[src/hdl/assert_macros.svh]
`ifndef ASSERT_MACROS_SVH
`define ASSERT_MACROS_SVH

// same-cycle implication
`define ASSERT_IMPLIES(label, clk, rst, a, c) \
  label: assert property (@(posedge clk) disable iff (rst) (a) |-> (c)) \
    else $error("assertion failed");

// next-cycle implication
`define ASSERT_NEXT(label, clk, rst, a, c) \
  label: assert property (@(posedge clk) disable iff (rst) (a) |=> (c)) \
    else $error("assertion failed");

`endif

[src/hdl/fcs_pkg.sv]
`default_nettype none

package fcs_pkg;

  localparam logic [31:0] MAX_REQ_BYTES = 32'd4096;
  localparam int QUEUE_DEPTH = 2;
  localparam int QPTR_W = (QUEUE_DEPTH > 1) ? $clog2(QUEUE_DEPTH) : 1;
  localparam int QCNT_W = $clog2(QUEUE_DEPTH + 1);

  localparam logic [1:0] OPC_ERASE      = 2'd0;
  localparam logic [1:0] OPC_WRITE      = 2'd1;
  localparam logic [1:0] OPC_READ_START = 2'd2;
  localparam logic [1:0] OPC_READ_CONT  = 2'd3;

  localparam logic [1:0] KIND_ACCEPT = 2'd0;
  localparam logic [1:0] KIND_DATA   = 2'd1;
  localparam logic [1:0] KIND_NODATA = 2'd2;
  localparam logic [1:0] KIND_FAIL   = 2'd3;

  localparam logic [1:0] SPLIT_ONLY   = 2'd0;
  localparam logic [1:0] SPLIT_FIRST  = 2'd1;
  localparam logic [1:0] SPLIT_MIDDLE = 2'd2;
  localparam logic [1:0] SPLIT_LAST   = 2'd3;

  localparam logic [1:0] FOP_NONE  = 2'd0;
  localparam logic [1:0] FOP_READ  = 2'd1;
  localparam logic [1:0] FOP_WRITE = 2'd2;
  localparam logic [1:0] FOP_ERASE = 2'd3;

  localparam logic [0:0] CFG_FLASH_BYTES = 1'b0;
  localparam logic [0:0] CFG_MAX_PAYLOAD = 1'b1;

  localparam logic [32:0] FLASH_BYTES_RESET = 33'd16777216;
  localparam logic [12:0] MAX_PAYLOAD_RESET = 13'd64;

  typedef struct packed {
    logic [1:0]  opcode;
    logic [31:0] req_addr;
    logic [12:0] req_len;
    logic [3:0]  req_tag;
    logic [7:0]  req_port;
    logic        flash_failed;
  } req_t;

  typedef struct packed {
    logic [1:0]  completion_kind;
    logic [1:0]  split_type;
    logic [3:0]  out_tag;
    logic [7:0]  out_port;
    logic [12:0] op_length;
    logic [1:0]  flash_op;
    logic [31:0] flash_addr;
    logic        last;
  } cpl_t;

  typedef struct packed {
    logic [32:0] flash_bytes;
    logic [12:0] max_payload;
  } cfg_t;

  typedef struct packed {
    logic two;
    cpl_t first;
    cpl_t second;
  } job_t;

endpackage

`default_nettype wire

[src/hdl/fcs_front.sv]
`default_nettype none

module fcs_front (
  input  wire logic          clk,
  input  wire logic          rst,
  input  wire logic          req_valid,
  output logic               req_ready,
  input  wire fcs_pkg::req_t req_data,
  input  wire fcs_pkg::cfg_t cfg,
  output logic               push,
  output fcs_pkg::job_t      push_data,
  input  wire logic          full
);

  fcs_pkg::req_t s_item;
  logic          s_valid;
  logic          s_range_fail;

  logic          read_busy;
  logic [7:0]    read_port;
  logic [3:0]    read_tag;
  logic [31:0]   read_base;
  logic [12:0]   read_total;
  logic [12:0]   read_done_bytes;
  logic [12:0]   read_payload_cap;

  logic          advance;
  logic          range_fail;
  logic [32:0]   range_end;
  logic          is_start;
  logic [7:0]    cur_port;
  logic [3:0]    cur_tag;
  logic [31:0]   cur_base;
  logic [12:0]   cur_total;
  logic [12:0]   cur_done;
  logic [12:0]   cur_cap;
  logic [12:0]   cap_eff;
  logic [12:0]   remaining;
  logic [12:0]   chunk;
  logic [31:0]   chunk_addr;
  logic [1:0]    split;
  logic [12:0]   done_sum;
  logic          read_ends;
  fcs_pkg::cpl_t chunk_cpl;
  logic          has_result;
  logic          start_ok;
  logic          cont_ok;

  function automatic fcs_pkg::cpl_t mk(
    input logic [1:0]  kind,
    input logic [1:0]  spl,
    input logic [3:0]  tag,
    input logic [7:0]  port,
    input logic [12:0] len,
    input logic [1:0]  fop,
    input logic [31:0] addr
  );
    fcs_pkg::cpl_t c;
    c.completion_kind = kind;
    c.split_type      = spl;
    c.out_tag         = tag;
    c.out_port        = port;
    c.op_length       = len;
    c.flash_op        = fop;
    c.flash_addr      = addr;
    c.last            = 1'b0;
    return c;
  endfunction

  // range check on the incoming request
  assign range_end  = {1'b0, req_data.req_addr} + {20'b0, req_data.req_len};
  assign range_fail = (range_end > cfg.flash_bytes) ||
                      ({19'b0, req_data.req_len} > fcs_pkg::MAX_REQ_BYTES);

  assign advance   = s_valid && !full;
  assign req_ready = !s_valid || advance;

  always_ff @(posedge clk) begin
    if (rst) begin
      s_valid <= 1'b0;
    end else if (req_ready) begin
      s_valid <= req_valid;
    end
    if (req_ready && req_valid) begin
      s_item       <= req_data;
      s_range_fail <= range_fail;
    end
  end

  // chunk of the active read, or of the one being started
  assign cap_eff  = (cfg.max_payload == 13'd0) ? 13'd1 : cfg.max_payload;
  assign is_start = (s_item.opcode == fcs_pkg::OPC_READ_START);

  always_comb begin
    cur_port  = is_start ? s_item.req_port : read_port;
    cur_tag   = is_start ? s_item.req_tag : read_tag;
    cur_base  = is_start ? s_item.req_addr : read_base;
    cur_total = is_start ? s_item.req_len : read_total;
    cur_done  = is_start ? 13'd0 : read_done_bytes;
    cur_cap   = is_start ? cap_eff : read_payload_cap;

    remaining  = cur_total - cur_done;
    chunk      = (remaining < cur_cap) ? remaining : cur_cap;
    chunk_addr = cur_base + {19'b0, cur_done};
    done_sum   = cur_done + chunk;
    read_ends  = s_item.flash_failed || (done_sum >= cur_total);

    if (cur_total <= cur_cap) begin
      split = fcs_pkg::SPLIT_ONLY;
    end else if (cur_done == 13'd0) begin
      split = fcs_pkg::SPLIT_FIRST;
    end else if (remaining == chunk) begin
      split = fcs_pkg::SPLIT_LAST;
    end else begin
      split = fcs_pkg::SPLIT_MIDDLE;
    end

    if (s_item.flash_failed) begin
      chunk_cpl = mk(fcs_pkg::KIND_FAIL, fcs_pkg::SPLIT_ONLY, cur_tag, cur_port,
                     13'd0, fcs_pkg::FOP_READ, chunk_addr);
    end else begin
      chunk_cpl = mk(fcs_pkg::KIND_DATA, split, cur_tag, cur_port,
                     chunk, fcs_pkg::FOP_READ, chunk_addr);
    end
  end

  // classification into a job of one or two completions
  always_comb begin
    push_data  = '0;
    has_result = 1'b1;
    start_ok   = 1'b0;
    cont_ok    = 1'b0;
    if (s_range_fail) begin
      push_data.first = mk(fcs_pkg::KIND_FAIL, fcs_pkg::SPLIT_ONLY, s_item.req_tag,
                           s_item.req_port, 13'd0, fcs_pkg::FOP_NONE, 32'd0);
    end else begin
      case (s_item.opcode)
        fcs_pkg::OPC_ERASE, fcs_pkg::OPC_WRITE: begin
          push_data.two   = 1'b1;
          push_data.first = mk(fcs_pkg::KIND_ACCEPT, fcs_pkg::SPLIT_MIDDLE,
                               s_item.req_tag, s_item.req_port, 13'd0,
                               fcs_pkg::FOP_NONE, 32'd0);
          push_data.second = mk(
            s_item.flash_failed ? fcs_pkg::KIND_FAIL : fcs_pkg::KIND_NODATA,
            fcs_pkg::SPLIT_ONLY, s_item.req_tag, s_item.req_port,
            s_item.flash_failed ? 13'd0 : s_item.req_len,
            (s_item.opcode == fcs_pkg::OPC_ERASE) ? fcs_pkg::FOP_ERASE
                                                  : fcs_pkg::FOP_WRITE,
            s_item.req_addr);
        end
        fcs_pkg::OPC_READ_START: begin
          if (read_busy) begin
            push_data.first = mk(fcs_pkg::KIND_FAIL, fcs_pkg::SPLIT_ONLY,
                                 s_item.req_tag, s_item.req_port, 13'd0,
                                 fcs_pkg::FOP_NONE, 32'd0);
          end else begin
            start_ok         = 1'b1;
            push_data.two    = 1'b1;
            push_data.first  = mk(fcs_pkg::KIND_ACCEPT, fcs_pkg::SPLIT_MIDDLE,
                                  s_item.req_tag, s_item.req_port, 13'd0,
                                  fcs_pkg::FOP_NONE, 32'd0);
            push_data.second = chunk_cpl;
          end
        end
        default: begin
          if (read_busy) begin
            cont_ok         = 1'b1;
            push_data.first = chunk_cpl;
          end else begin
            has_result = 1'b0;
          end
        end
      endcase
    end
    push_data.first.last  = !push_data.two;
    push_data.second.last = 1'b1;
  end

  assign push = advance && has_result;

  always_ff @(posedge clk) begin
    if (rst) begin
      read_busy <= 1'b0;
    end else if (advance && (start_ok || cont_ok)) begin
      read_busy <= !read_ends;
    end
    if (advance && start_ok) begin
      read_port        <= s_item.req_port;
      read_tag         <= s_item.req_tag;
      read_base        <= s_item.req_addr;
      read_total       <= s_item.req_len;
      read_payload_cap <= cap_eff;
    end
    if (advance && (start_ok || cont_ok)) begin
      read_done_bytes <= done_sum;
    end
  end

endmodule

`default_nettype wire

[src/hdl/fcs_queue.sv]
`default_nettype none

module fcs_queue (
  input  wire logic          clk,
  input  wire logic          rst,
  input  wire logic          push,
  input  wire fcs_pkg::job_t push_data,
  output logic               full,
  input  wire logic          pop,
  output logic               not_empty,
  output fcs_pkg::job_t      head
);

  fcs_pkg::job_t                 entries [fcs_pkg::QUEUE_DEPTH];
  logic [fcs_pkg::QPTR_W-1:0]    wr_ptr;
  logic [fcs_pkg::QPTR_W-1:0]    rd_ptr;
  logic [fcs_pkg::QCNT_W-1:0]    count;

  localparam logic [fcs_pkg::QPTR_W-1:0] LAST_PTR =
    fcs_pkg::QPTR_W'(fcs_pkg::QUEUE_DEPTH - 1);
  localparam logic [fcs_pkg::QCNT_W-1:0] DEPTH_CNT =
    fcs_pkg::QCNT_W'(fcs_pkg::QUEUE_DEPTH);

  assign full      = (count == DEPTH_CNT);
  assign not_empty = (count != '0);
  assign head      = entries[rd_ptr];

  always_ff @(posedge clk) begin
    if (rst) begin
      wr_ptr <= '0;
      rd_ptr <= '0;
      count  <= '0;
    end else begin
      if (push) begin
        wr_ptr <= (wr_ptr == LAST_PTR) ? '0 : wr_ptr + 1'b1;
      end
      if (pop) begin
        rd_ptr <= (rd_ptr == LAST_PTR) ? '0 : rd_ptr + 1'b1;
      end
      if (push && !pop) begin
        count <= count + 1'b1;
      end else if (pop && !push) begin
        count <= count - 1'b1;
      end
    end
    if (push) begin
      entries[wr_ptr] <= push_data;
    end
  end

endmodule

`default_nettype wire

[src/hdl/fcs_back.sv]
`default_nettype none

module fcs_back (
  input  wire logic          clk,
  input  wire logic          rst,
  input  wire logic          not_empty,
  input  wire fcs_pkg::job_t head,
  output logic               pop,
  output logic               cpl_valid,
  input  wire logic          cpl_ready,
  output fcs_pkg::cpl_t      cpl_data
);

  logic          hold_valid;
  fcs_pkg::cpl_t hold;
  logic          load;

  assign load = !cpl_valid || cpl_ready;
  assign pop  = load && !hold_valid && not_empty;

  always_ff @(posedge clk) begin
    if (rst) begin
      cpl_valid  <= 1'b0;
      hold_valid <= 1'b0;
    end else if (load) begin
      if (hold_valid) begin
        cpl_valid  <= 1'b1;
        hold_valid <= 1'b0;
      end else begin
        cpl_valid  <= not_empty;
        hold_valid <= not_empty && head.two;
      end
    end
    if (load) begin
      if (hold_valid) begin
        cpl_data <= hold;
      end else if (not_empty) begin
        cpl_data <= head.first;
        hold     <= head.second;
      end
    end
  end

endmodule

`default_nettype wire

[src/hdl/flash_access_completion_splitter_unit.sv]
// path: a taken request passes the front stage and the queue to the completion register
// throughput: one request per cycle for single completions while cpl_ready is high;
// a request that gives two sends them in turn through the one completion register
// reset: synchronous, clears the pipeline, the queue and the active read;
// flash size returns to 16 MiB and the payload cap to 64 bytes
`default_nettype none

`include "assert_macros.svh"

module flash_access_completion_splitter_unit (
  input  wire logic          clk,
  input  wire logic          rst,
  input  wire logic          req_valid,
  output logic               req_ready,
  input  wire fcs_pkg::req_t req_data,
  output logic               cpl_valid,
  input  wire logic          cpl_ready,
  output fcs_pkg::cpl_t      cpl_data,
  input  wire logic          cfg_valid,
  output logic               cfg_ready,
  input  wire logic [0:0]    cfg_index,
  input  wire logic [32:0]   cfg_data
);

  fcs_pkg::cfg_t cfg;
  logic          q_push;
  fcs_pkg::job_t q_push_data;
  logic          q_full;
  logic          q_pop;
  logic          q_not_empty;
  fcs_pkg::job_t q_head;

  assign cfg_ready = 1'b1;

  always_ff @(posedge clk) begin
    if (rst) begin
      cfg.flash_bytes <= fcs_pkg::FLASH_BYTES_RESET;
      cfg.max_payload <= fcs_pkg::MAX_PAYLOAD_RESET;
    end else if (cfg_valid) begin
      case (cfg_index)
        fcs_pkg::CFG_FLASH_BYTES: cfg.flash_bytes <= cfg_data;
        fcs_pkg::CFG_MAX_PAYLOAD: cfg.max_payload <= cfg_data[12:0];
        default: ;
      endcase
    end
  end

  fcs_front u_front (
    .clk       (clk),
    .rst       (rst),
    .req_valid (req_valid),
    .req_ready (req_ready),
    .req_data  (req_data),
    .cfg       (cfg),
    .push      (q_push),
    .push_data (q_push_data),
    .full      (q_full)
  );

  fcs_queue u_queue (
    .clk       (clk),
    .rst       (rst),
    .push      (q_push),
    .push_data (q_push_data),
    .full      (q_full),
    .pop       (q_pop),
    .not_empty (q_not_empty),
    .head      (q_head)
  );

  fcs_back u_back (
    .clk       (clk),
    .rst       (rst),
    .not_empty (q_not_empty),
    .head      (q_head),
    .pop       (q_pop),
    .cpl_valid (cpl_valid),
    .cpl_ready (cpl_ready),
    .cpl_data  (cpl_data)
  );

  `ASSERT_IMPLIES(a_queue_no_overflow, clk, rst, q_push, !q_full || q_pop)
  `ASSERT_IMPLIES(a_accept_not_last, clk, rst,
    cpl_valid && (cpl_data.completion_kind == fcs_pkg::KIND_ACCEPT), !cpl_data.last)
  `ASSERT_NEXT(a_accept_followed, clk, rst,
    cpl_valid && cpl_ready && (cpl_data.completion_kind == fcs_pkg::KIND_ACCEPT),
    cpl_valid && (cpl_data.out_tag == $past(cpl_data.out_tag)))

endmodule

`default_nettype wire

[config.mk]
export PLATFORM = sky130hd
export DESIGN_NAME = flash_access_completion_splitter_unit
export DESIGN_NICKNAME = d
export VERILOG_FILES = /design/src/hdl/fcs_pkg.sv /design/src/hdl/fcs_front.sv /design/src/hdl/fcs_queue.sv /design/src/hdl/fcs_back.sv /design/src/hdl/flash_access_completion_splitter_unit.sv
export VERILOG_INCLUDE_DIRS = /design/src /design/src/hdl
export SDC_FILE = /design/constraint.sdc
export NUM_CORES = 1
export LEC_CHECK = 0
export BUFFER_PORTS_ARGS = -buffer_cell sky130_fd_sc_hd__buf_2
export CAP_MARGIN = 5
export CORE_ASPECT_RATIO = 1.75
export CORE_MARGIN = 3
export CORE_UTILIZATION = 55
export DETAILED_ROUTE_END_ITERATION = 8
export PLACE_DENSITY = 0.73
export SKIP_LAST_GASP = 1
export SLEW_MARGIN = 20
export SYNTH_ARGS = -nofsm -noshare
export SYNTH_HDL_FRONTEND = slang
export SYNTH_SLANG_ARGS = --single-unit
[constraint.sdc]
create_clock -name clk -period 14 [get_ports clk]
set_clock_uncertainty 0.05 [all_clocks]
set_input_delay 3.5 -clock clk [delete_from_list [all_inputs] [get_ports clk]]
set_output_delay 3.5 -clock clk [all_outputs]
set_load 0.1 [all_outputs]
-- Yosys cells after proc, flatten, opt, wreduce, memory -nomap -nowiden
Memory sizes are Yosys's and may differ from the RTL's. A register that Yosys moved wholly into a read port is not among the register bits.
Cells that the tools add are included.
Widths: inputs -> output; s select.
- bits in registers: 326
- memory bits (writable): 256
- bits of input ports: 99
- output and inout port bits: 67
- logic and storage cells: 137
- memories: 1
- memory list (memory ; words ; width ; read ports ; clocked after Yosys merged registers in ; write ports ; RTL line ; text):
    u_queue.entries ; 2 ; 128 ; 1 ; 1 ; 1 ; fcs_queue.sv:14 ; fcs_pkg::job_t entries [fcs_pkg::QUEUE_DEPTH];
- add/sub/neg operators: 8
- order comparisons: 5
- equal/unequal tests: 4
- mux-type cells: 44
- bitwise logic cells: 2
- reduce and logical (&&, ||, !) cells: 35
- operators by type and width (kind ; count):
    $mux 64 ; 8
    $pmux 64 s2 ; 2
    $mux 13 ; 6
    $add 32x13->33 ; 1
    $gt 33x33->1 ; 1
    $add 32x13->32 ; 1
    $mux 32 ; 1
    $logic_not 13->1 ; 2
    $mux 1 ; 20
    $add 13x13->13 ; 1
    $eq 13x13->1 ; 1
    $ge 13x13->1 ; 1
    $gt 13x13->1 const B ; 1
    $le 13x13->1 ; 1
    $lt 13x13->1 ; 1
    $sub 13x13->13 ; 1
    $logic_and 1x1->1 ; 10
    $logic_not 1->1 ; 8
    $mux 2 ; 4
    $mux 8 ; 1
    $reduce_and 2->1 ; 3
    $reduce_bool 2->1 ; 3
    $logic_or 1x1->1 ; 5
    $eq 2x2->1 const B ; 2
    11 further kinds ; 13

-- Logic depth before layout (Yosys ltp)
Gate-level depths: netlist of run 1.
- depth in word-level cells: 13
- mapped depth: 45
- depth with buffers taken out: 38

-- Modules after synthesis
From an unflattened synthesis of run 1, not the netlist that was laid out.
- cells, all modules: 2132
- area total of the unflattened synthesis: 28068.2 um2
- modules (own cells, without submodules) (module ; times used ; cells each ; area each (um2) ; sequential area each (um2)):
    fcs_front ; 1 ; 1304 ; 11772.5 ; 4364.2
    fcs_queue ; 1 ; 423 ; 9560.4 ; 7847.5
    fcs_back ; 1 ; 213 ; 4752.1 ; 3883.7
    flash_access_completion_splitter_unit ; 1 ; 192 ; 1983.2 ; 920.9

-- Worst setup path after synthesis of run 1
No wires, ideal clock.
- kind: register -> register
- start: register u_front.s_item[59] in the netlist's numbering
- end: memory u_queue.entries[0][0] in the netlist's numbering (enable)
- setup time: 769 ps
- arrival time: 9493 ps
- data required time: 13181 ps
- slack: 3688 ps
- stages on the path, launching flop included: 5
- buffers on the path: 1
- clock period less this slack: 10312 ps
- cell sequence: edfxtp_1 -> clkbuf_1 -> nand3b_1 -> nor2_1 -> nor3_1
- word-level cells in the longest chain between the ends: 7
- elaborated cells on any way between the ends: 9
- classes of those cells: eq/ne (2); mux (4); reduce/logical (3)
- RTL lines (item ; RTL line ; text):
    start: declaration ; fcs_front.sv:15 ; fcs_pkg::req_t s_item;
    start signal: assignment ; fcs_front.sv:85 ; s_item <= req_data;
    $eq 2x1->1, or another cell as far along ; fcs_front.sv:137 ; case (s_item.opcode)
    $reduce_or 3->1 (no line) (*) ; -- ;
    $mux 1 (*) ; fcs_front.sv:137 ;
    $mux 1 (*) ; fcs_front.sv:133 ; if (s_range_fail) begin
    $logic_and 1x1->1 (*) ; fcs_front.sv:179 ; assign push = advance && has_result;
    $mux 1 (*) ; fcs_queue.sv:46 ; if (push) begin
    $mux 1 (implied by the code) (*) ; fcs_queue.sv:47 ; entries[wr_ptr] <= push_data;
    end: declaration ; fcs_queue.sv:14 ;
Every way passes the cells marked *; elsewhere a longest branch is shown, timed or not.

-- Final worst setup path of run 1
- start: register u_front.s_item[58] in the netlist's numbering
- end: register u_front.read_busy
- word-level cells in the longest chain between the ends: 9
- elaborated cells on any way between the ends: 20
- classes of those cells: add/sub (2); order compare (2); eq/ne (2); mux (8); reduce/logical (6)
- RTL lines (item ; RTL line ; text):
    $eq 2x2->1 (*) ; fcs_front.sv:92 ; assign is_start = (s_item.opcode == fcs_pkg::OPC_READ_START);
    $mux 13 (on tied branches) ; fcs_front.sv:98, fcs_front.sv:99 ;
    $sub 13x13->13 ; fcs_front.sv:102 ; remaining = cur_total - cur_done;
    $lt 13x13->1 ; fcs_front.sv:103 ; chunk = (remaining < cur_cap) ? remaining : cur_cap;
    $mux 13 ; fcs_front.sv:103 ;
    $add 13x13->13 (*) ; fcs_front.sv:105 ; done_sum = cur_done + chunk;
    named net u_front.done_sum[10] ; fcs_front.sv:42 ; logic [12:0] done_sum;
    $ge 13x13->1 (*) ; fcs_front.sv:106 ; read_ends = s_item.flash_failed || (done_sum >= cur_total);
    $logic_or 1x1->1 (*) ; fcs_front.sv:106 ;
    $logic_not 1->1 (*) ; fcs_front.sv:185 ; read_busy <= !read_ends;
    end signal: assignment ; fcs_front.sv:185 ;
    end: declaration ; fcs_front.sv:19 ; logic read_busy;
The timed path passes the listed nets; every way through them passes the cells marked *.
A chain may end at the register's enable or synchronous reset.

==> flow_summary_export.csv, run 1 <==
group,metric,value,unit
run_status,status,"complete, no violations",
yosys,synth_area_per_cell,12.4,um2
die,design.core.area,0.0489,mm2
worst_setup_path,cp-start-kind,"register",
routing,drt_iter0_markers,1254,
finish,fin_nets,2563,
timing,min_period_over_period,64.0,%
die,rows,107,
worst_setup_path,rr_worst_depth,38,
global_route,grt_pass1_wl,97500,um
clock_network,cts_resized,0,
run,cap_violations,0,
placement,place_congestion,0.959,
yosys,yosysSeqAreaShare,61.9,%
worst_setup_path,crit_buf_inv,6,
worst_hold_path,holdPathStages,0,
yosys,synth_seq_cells,580,
clock_network,cts-root-buf,"clkbuf_16",
die,initial_core_util,55.7,%
timing,fin_tns_setup,0,ps
finish,layout_common_cells,"edfxtp_1, nand2_1, buf_2",
yosys,yosys.cell_types.count,80,
timing,layout_min_cycle_time,8960,ps
worst_setup_path,crit_required,14430,ps
clock_network,post_cts_buffers,0,
routing,wire_per_inst,20.9,um
placement,hpwlAfterDp,46100,um
yosys,synthArstFlopShare,0,%
global_route,grt_remaining_overflow,0,
timing,hold_viol,0,
worst_hold_path,worstHoldEndpoint,"u_front.read_base[10]",
clock_network,tritoncts,"done",
global_route,grt_max_degree,73,
worst_setup_path,critical_path_class,"reg -> reg",
timing,worst_pin_slew,1070,ps
placement,io_buffers,164,
worst_setup_path,r2r-start,"u_front.s_item[58]",
routing,wirelength,63500,um
finish,area_growth,11.8,%
clock_network,cts_hold_buffers,0,
die,io_pins,166,
yosys,synthFlopType,"edfxtp_1",
worst_setup_path,cp-end-kind,"register",
timing,fmax,112,MHz
clock_network,ctsLongestPathBuffers,3,
timing,slew_headroom,28.7,%
finish,num_antenna_cells,0,
worst_hold_path,holdCritStartpoint,"u_front.s_item[36]",
yosys,syn_area,0.0272,mm2
worst_setup_path,critical_path.max_stage_delay,570,ps
timing,setup_viol,0,
worst_setup_path,crit_slowest_cell,"edfxtp_1",
routing,detail_route.first_pass.iterations,6,
clock_network,htree_levels,2,
clock_network,cts_sinks,580,
worst_hold_path,min_path_type,"reg -> reg",
die,die_area,0.0523,mm2
routing,vias,17219,
clock_network,numCtsBuffers,51,
yosys,synthCells,2198,
yosys,synth_edf_count,525,
global_route,grtUsageTotal,24.0,%
timing,rsz0062_at_grt,"false",
yosys,yosys_warnings,0,
routing,drcViolationCount,0,
power_and_ir_drop,leakage,11.4,nW
worst_setup_path,crit_family,"compound AO/OA/AOI/OAI gates",
clock_network,insertion_delay,600,ps
die,die_y,300,um
worst_setup_path,cp_max_fo,40,
worst_setup_path,timing.reg2reg.setup_slack,5040,ps
routing,ant_nets,0,
routing,viasPerCell,5.68,
clock_network,path_clk_slew,70,ps
die,die_w,174,um
power_and_ir_drop,powerDensity,179,mW/mm2
timing,slew_violations,0,
power_and_ir_drop,vdd_ir_drop_max,0.132,mV
worst_setup_path,crit_arrival,9400,ps
worst_setup_path,cp_common_cell,"a21o_1",
finish,drive_above_1_share,15.2,%
global_route,grt_pass1_vias,17290,
worst_setup_path,r2r-end,"u_front.read_busy",
finish,final_common_cell,"edfxtp_1",
global_route,grt_antenna_before_repair,0,
power_and_ir_drop,power,5.46,mW
## cells in the mapped netlist (5+ instances only)
library cell | count | share of area (%)
edfxtp_1 | 525 | 58
nand2_1 | 320 | 4.4
ha_1 | 120 | 5.5
o21ai_0 | 112 | 2.1
nor2_1 | 107 | 1.5
mux2i_1 | 106 | 3.9
inv_1 | 102 | 1.4
a21oi_1 | 99 | 1.8
clkbuf_1 | 80 | 1.1
mux2_2 | 68 | 2.8
xnor2_1 | 63 | 2.0
dfxtp_1 | 55 | 4.0
a21o_1 | 40 | 1.1
nand3_1 | 36 | 0.66
nor3_1 | 33 | 0.61
xor2_1 | 31 | 1.0
and2_1 | 29 | 0.67
a22oi_1 | 27 | 0.74
and3_1 | 21 | 0.48
nor2b_1 | 20 | 0.46
nand4_1 | 19 | 0.44
nand2b_1 | 15 | 0.34
a211oi_1 | 13 | 0.36
nor4_1 | 12 | 0.28
or3_1 | 11 | 0.25
o21a_1 | 10 | 0.28
a211o_1 | 9 | 0.29
a31oi_1 | 9 | 0.21
buf_1 | 9 | 0.12
or2_2 | 6 | 0.14
o21bai_1 | 5 | 0.14
## registers in the layout, summed over array words and instances, names as in the netlist, 2 cells and up, named ones only
signal and flops:
cfg 46, u_front.read_payload_cap 13, u_back.cpl_data 64, u_front.read_tag 4, u_front.read_base 32, u_front.s_item 60, u_queue.entries 254, u_front.read_done_bytes 13
u_queue.count 2, u_front.read_total 13, u_front.read_port 8, u_back.hold 63
## power by group
group	internal [mW]	switching (mW)	leakage, nW	total [mW]
combinational	0.413	1.26	5.14	1.68
clock	0.823	0.620	0.830	1.44
sequential	2.25	0.0947	5.38	2.34
total	3.48	1.98	11.4	5.46
## cells by family after synthesis
logic type	count (synthesis)	synth area share, %
AND/OR/NAND/NOR	646	10.7
flip-flops	580	61.9
AO/OA/AOI/OAI	371	8.56
buffers and inverters	203	2.94
multiplexers	175	6.79
adder cells (fa/ha/maj)	125	5.84
XOR/XNOR	96	3.17
other	2	0.0276
## worst max-delay path by stage
stage	startpoint	to	slack, ps	cells past startpoint
6_report	u_front.s_item[58]	u_front.read_busy	5040	38
3_5_place_dp	u_front.s_item[58]	u_front.read_busy	5040	38
4_1_cts	u_front.s_item[58]	u_front.read_busy	4990	38
5_1_grt	u_front.s_item[58]	u_front.read_busy	4360	38
2_1_floorplan	u_front.s_item[59]	u_queue.entries[0][0]	3690	4
3_3_place_gp	u_front.s_item[58]	u_front.read_busy	5300	38
## per-stage QoR
step           worst slack (ps)  std cells  hold WS, ps  utilization (%)  area [um2]
2_1_floorplan              3690       2199          376                -       27200
3_5_place_dp               5040       2941          397             58.7       28700
3_3_place_gp               5300       2941          387             58.7       28700
5_1_grt                    4360       3032          414             62.3       30400
6_report                   5040       3032          402             62.3       30400
4_1_cts                    4990       3032          406             62.3       30400
## final cells by class
type	count	area [um2]
Fill cell	3809	18400
Sequential cell	580	16900
Multi-Input combinational cell	1416	9620
Clock buffer	58	1300
Timing Repair Buffer	187	1000
Tap cell	654	818
Clock inverter	33	435
Inverter	104	390
## worst reg2reg max path, delay by kind of cell, from the launching register on
kind,cells,cell delay [ps]
buffers and inverters,6,1220
AO/OA/AOI/OAI,20,3700
flip-flops,1,570
AND/OR/NAND/NOR,4,990
XOR/XNOR,2,430
adder cells (fa/ha/maj),5,1530
multiplexers,1,370
## routing by layer
metal  track usage (%)  share of wire (%)  wire (um)  vias to the layer above
met5                 0                  0          0                        -
met4              8.99                3.8       2410                        0
met3              2.27                4.2       2660                      112
met2              42.9                 52      32800                      476
met1              30.3                 40      25600                     8352
li1                  -                  -          -                     8279
Power figures use the tool's default switching activity.
==> run 2: changes to the inputs <==
Settings changed: PLACE_DENSITY 0.73 to 0.76.
Clock period 14 ns to 8.14 ns, I/O delays scaled along.
==> run 2 against run 1 <==
First-iteration DRC count increased by 12%. Clock power increased by 72%. Via count increased by 2.1%. Die area unchanged. Clock-buffer cell count increased by 2. Critical path type unchanged.
==> flow_summary_export.csv, run 2 (same netlist as run 1, synthesis figures left out) <==
group,metric,value,unit
power_and_ir_drop,powerDensity,309,mW/mm2
clock_network,htree_levels,2,
timing,fin_hold_ws,407,ps
finish,fillers,3712,
routing,drt_iter0_markers,1400,
finish,multi_input_area,0.00964,mm2
run,cap_violations,0,
timing,hold_viol,0,
die,io_pins,166,
routing,vias,17582,
worst_setup_path,critical_path.max_stage_delay,460,ps
placement,place_ws,193,ps
finish,drive_above_1_share,16.3,%
worst_setup_path,cp-start-kind,"register",
clock_network,tritoncts,"done",
worst_setup_path,crit_slowest_cell,"edfxtp_1",
global_route,grt_max_degree,89,
clock_network,cts-root-buf,"clkbuf_16",
clock_network,path_clk_slew,70,ps
clock_network,ctsLongestPathBuffers,3,
routing,drcViolationCount,0,
worst_setup_path,critical_path_class,"reg -> reg",
clock_network,numCtsBuffers,51,
placement,dp_cells,2960,
routing,viasPerCell,5.75,
placement,hpwlAfterDp,48100,um
finish,regMostFlops,"u_queue.entries",
timing,rsz0062_at_grt,"false",
timing,slew_headroom,25.6,%
placement,place_area,0.0288,mm2
worst_hold_path,min_path_type,"reg -> reg",
routing,wire_per_inst,21.5,um
finish,num_antenna_cells,0,
routing,ant_nets,0,
worst_setup_path,crit_arrival,8050,ps
timing,fmax,132,MHz
finish,reg.largest.list,"u_queue.entries (254), u_back.cpl_data (64), u_back.hold (63)",
power_and_ir_drop,vdd_ir_drop_max,0.259,mV
routing,detail_route.first_pass.iterations,7,
finish,area_growth,12.5,%
finish,final_common_cell,"edfxtp_1",
timing,worst_pin_slew,1120,ps
finish,seq_area,0.0169,mm2
finish,fin_nets,2586,
global_route,grt_pass1_wl,102000,um
timing,setup_viol,0,
timing,layout_min_cycle_time,7590,ps
die,design.core.area,0.0489,mm2
timing,min_period_over_period,93.2,%
finish,post-route-cell-area,0.0306,mm2
worst_setup_path,cp_common_cell,"a21o_1",
global_route,grt_pass1_vias,18065,
placement,place_congestion,0.934,
finish,layout_common_cells,"edfxtp_1, nand2_1, buf_2",
global_route,grtUsageTotal,25.1,%
die,rows,107,
die,die_w,174,um
placement,io_buffers,164,
global_route,grt_antenna_before_repair,1,
die,initial_core_util,55.7,%
clock_network,cts_sinks,580,
clock_network,cts_hold_buffers,0,
timing,fin_ws,555,ps
timing,fin_tns_setup,0,ps
die,die_area,0.0523,mm2
worst_setup_path,crit_required,8600,ps
finish,fin_cells,3060,
finish,largest_reg_flops,254,
clock_network,insertion_delay,600,ps
die,die_y,300,um
worst_setup_path,cp_max_fo,7,
worst_setup_path,cp-end-kind,"register",
timing,slew_violations,0,
global_route,grt_remaining_overflow,0,
run_status,status,"complete, no violations",
power_and_ir_drop,leakage,11.5,nW
routing,wirelength,65900,um
-- run 2: metrics by stage --
step	util, %	power (mW)
floorplan	-	6.38
global placement	59.0	6.98
detailed placement	59.0	7.04
CTS	62.6	9.52
global route	62.7	9.84
finish	62.7	9.45
-- run 2: area by class of cell --
| class | instances | share of cell area, % |
|---|---|---|
| Tap cell | 654 | 2.67 |
| Clock inverter | 36 | 1.24 |
| Sequential cell | 580 | 55.1 |
| Inverter | 104 | 1.27 |
| Timing Repair Buffer | 210 | 3.83 |
| Clock buffer | 60 | 4.42 |
| Multi-Input combinational cell | 1416 | 31.5 |
-- run 2: what timing repair did --
item	in CTS	in global routing
buffers inserted	0	4
setup endpoints to repair	0	1
resized for setup	0	6
-- run 2: metal layers --
layer,global-route usage (%),vias up,wire (um)
met4,10.0,0,2780
met2,46.9,559,35400
met5,0,-,0
li1,-,8337,-
met3,2.41,149,2970
met1,29.4,8537,24800
-- run 2: where the power goes --
part | switching, mW | total, mW | internal [mW] | leakage (nW)
combinational | 2.16 | 2.90 | 0.746 | 5.25
sequential | 0.206 | 4.07 | 3.87 | 5.38
clock | 1.10 | 2.48 | 1.37 | 0.841
total | 3.47 | 9.45 | 5.99 | 11.5
-- run 2: worst paths after layout --
check | startpoint | endpoint | slack [ps] | cells after the start
worst min register to register | cfg[14] | cfg[14] | 410 | 2
worst max-delay path | u_front.s_item[58] | u_front.read_busy | 550 | 39
worst max register to register | u_front.s_item[58] | u_front.read_busy | 550 | 39
worst min-delay path | cfg[14] | cfg[14] | 410 | 2
-- run 2: worst max-delay path, delay by kind of cell (launching register included) --
kind	cells	cell delay, ps
fa+ha+maj	6	1790
buf+inv	5	460
flops	1	460
simple gates	5	600
mux	1	250
compound gates	20	3490
xor+xnor	2	390
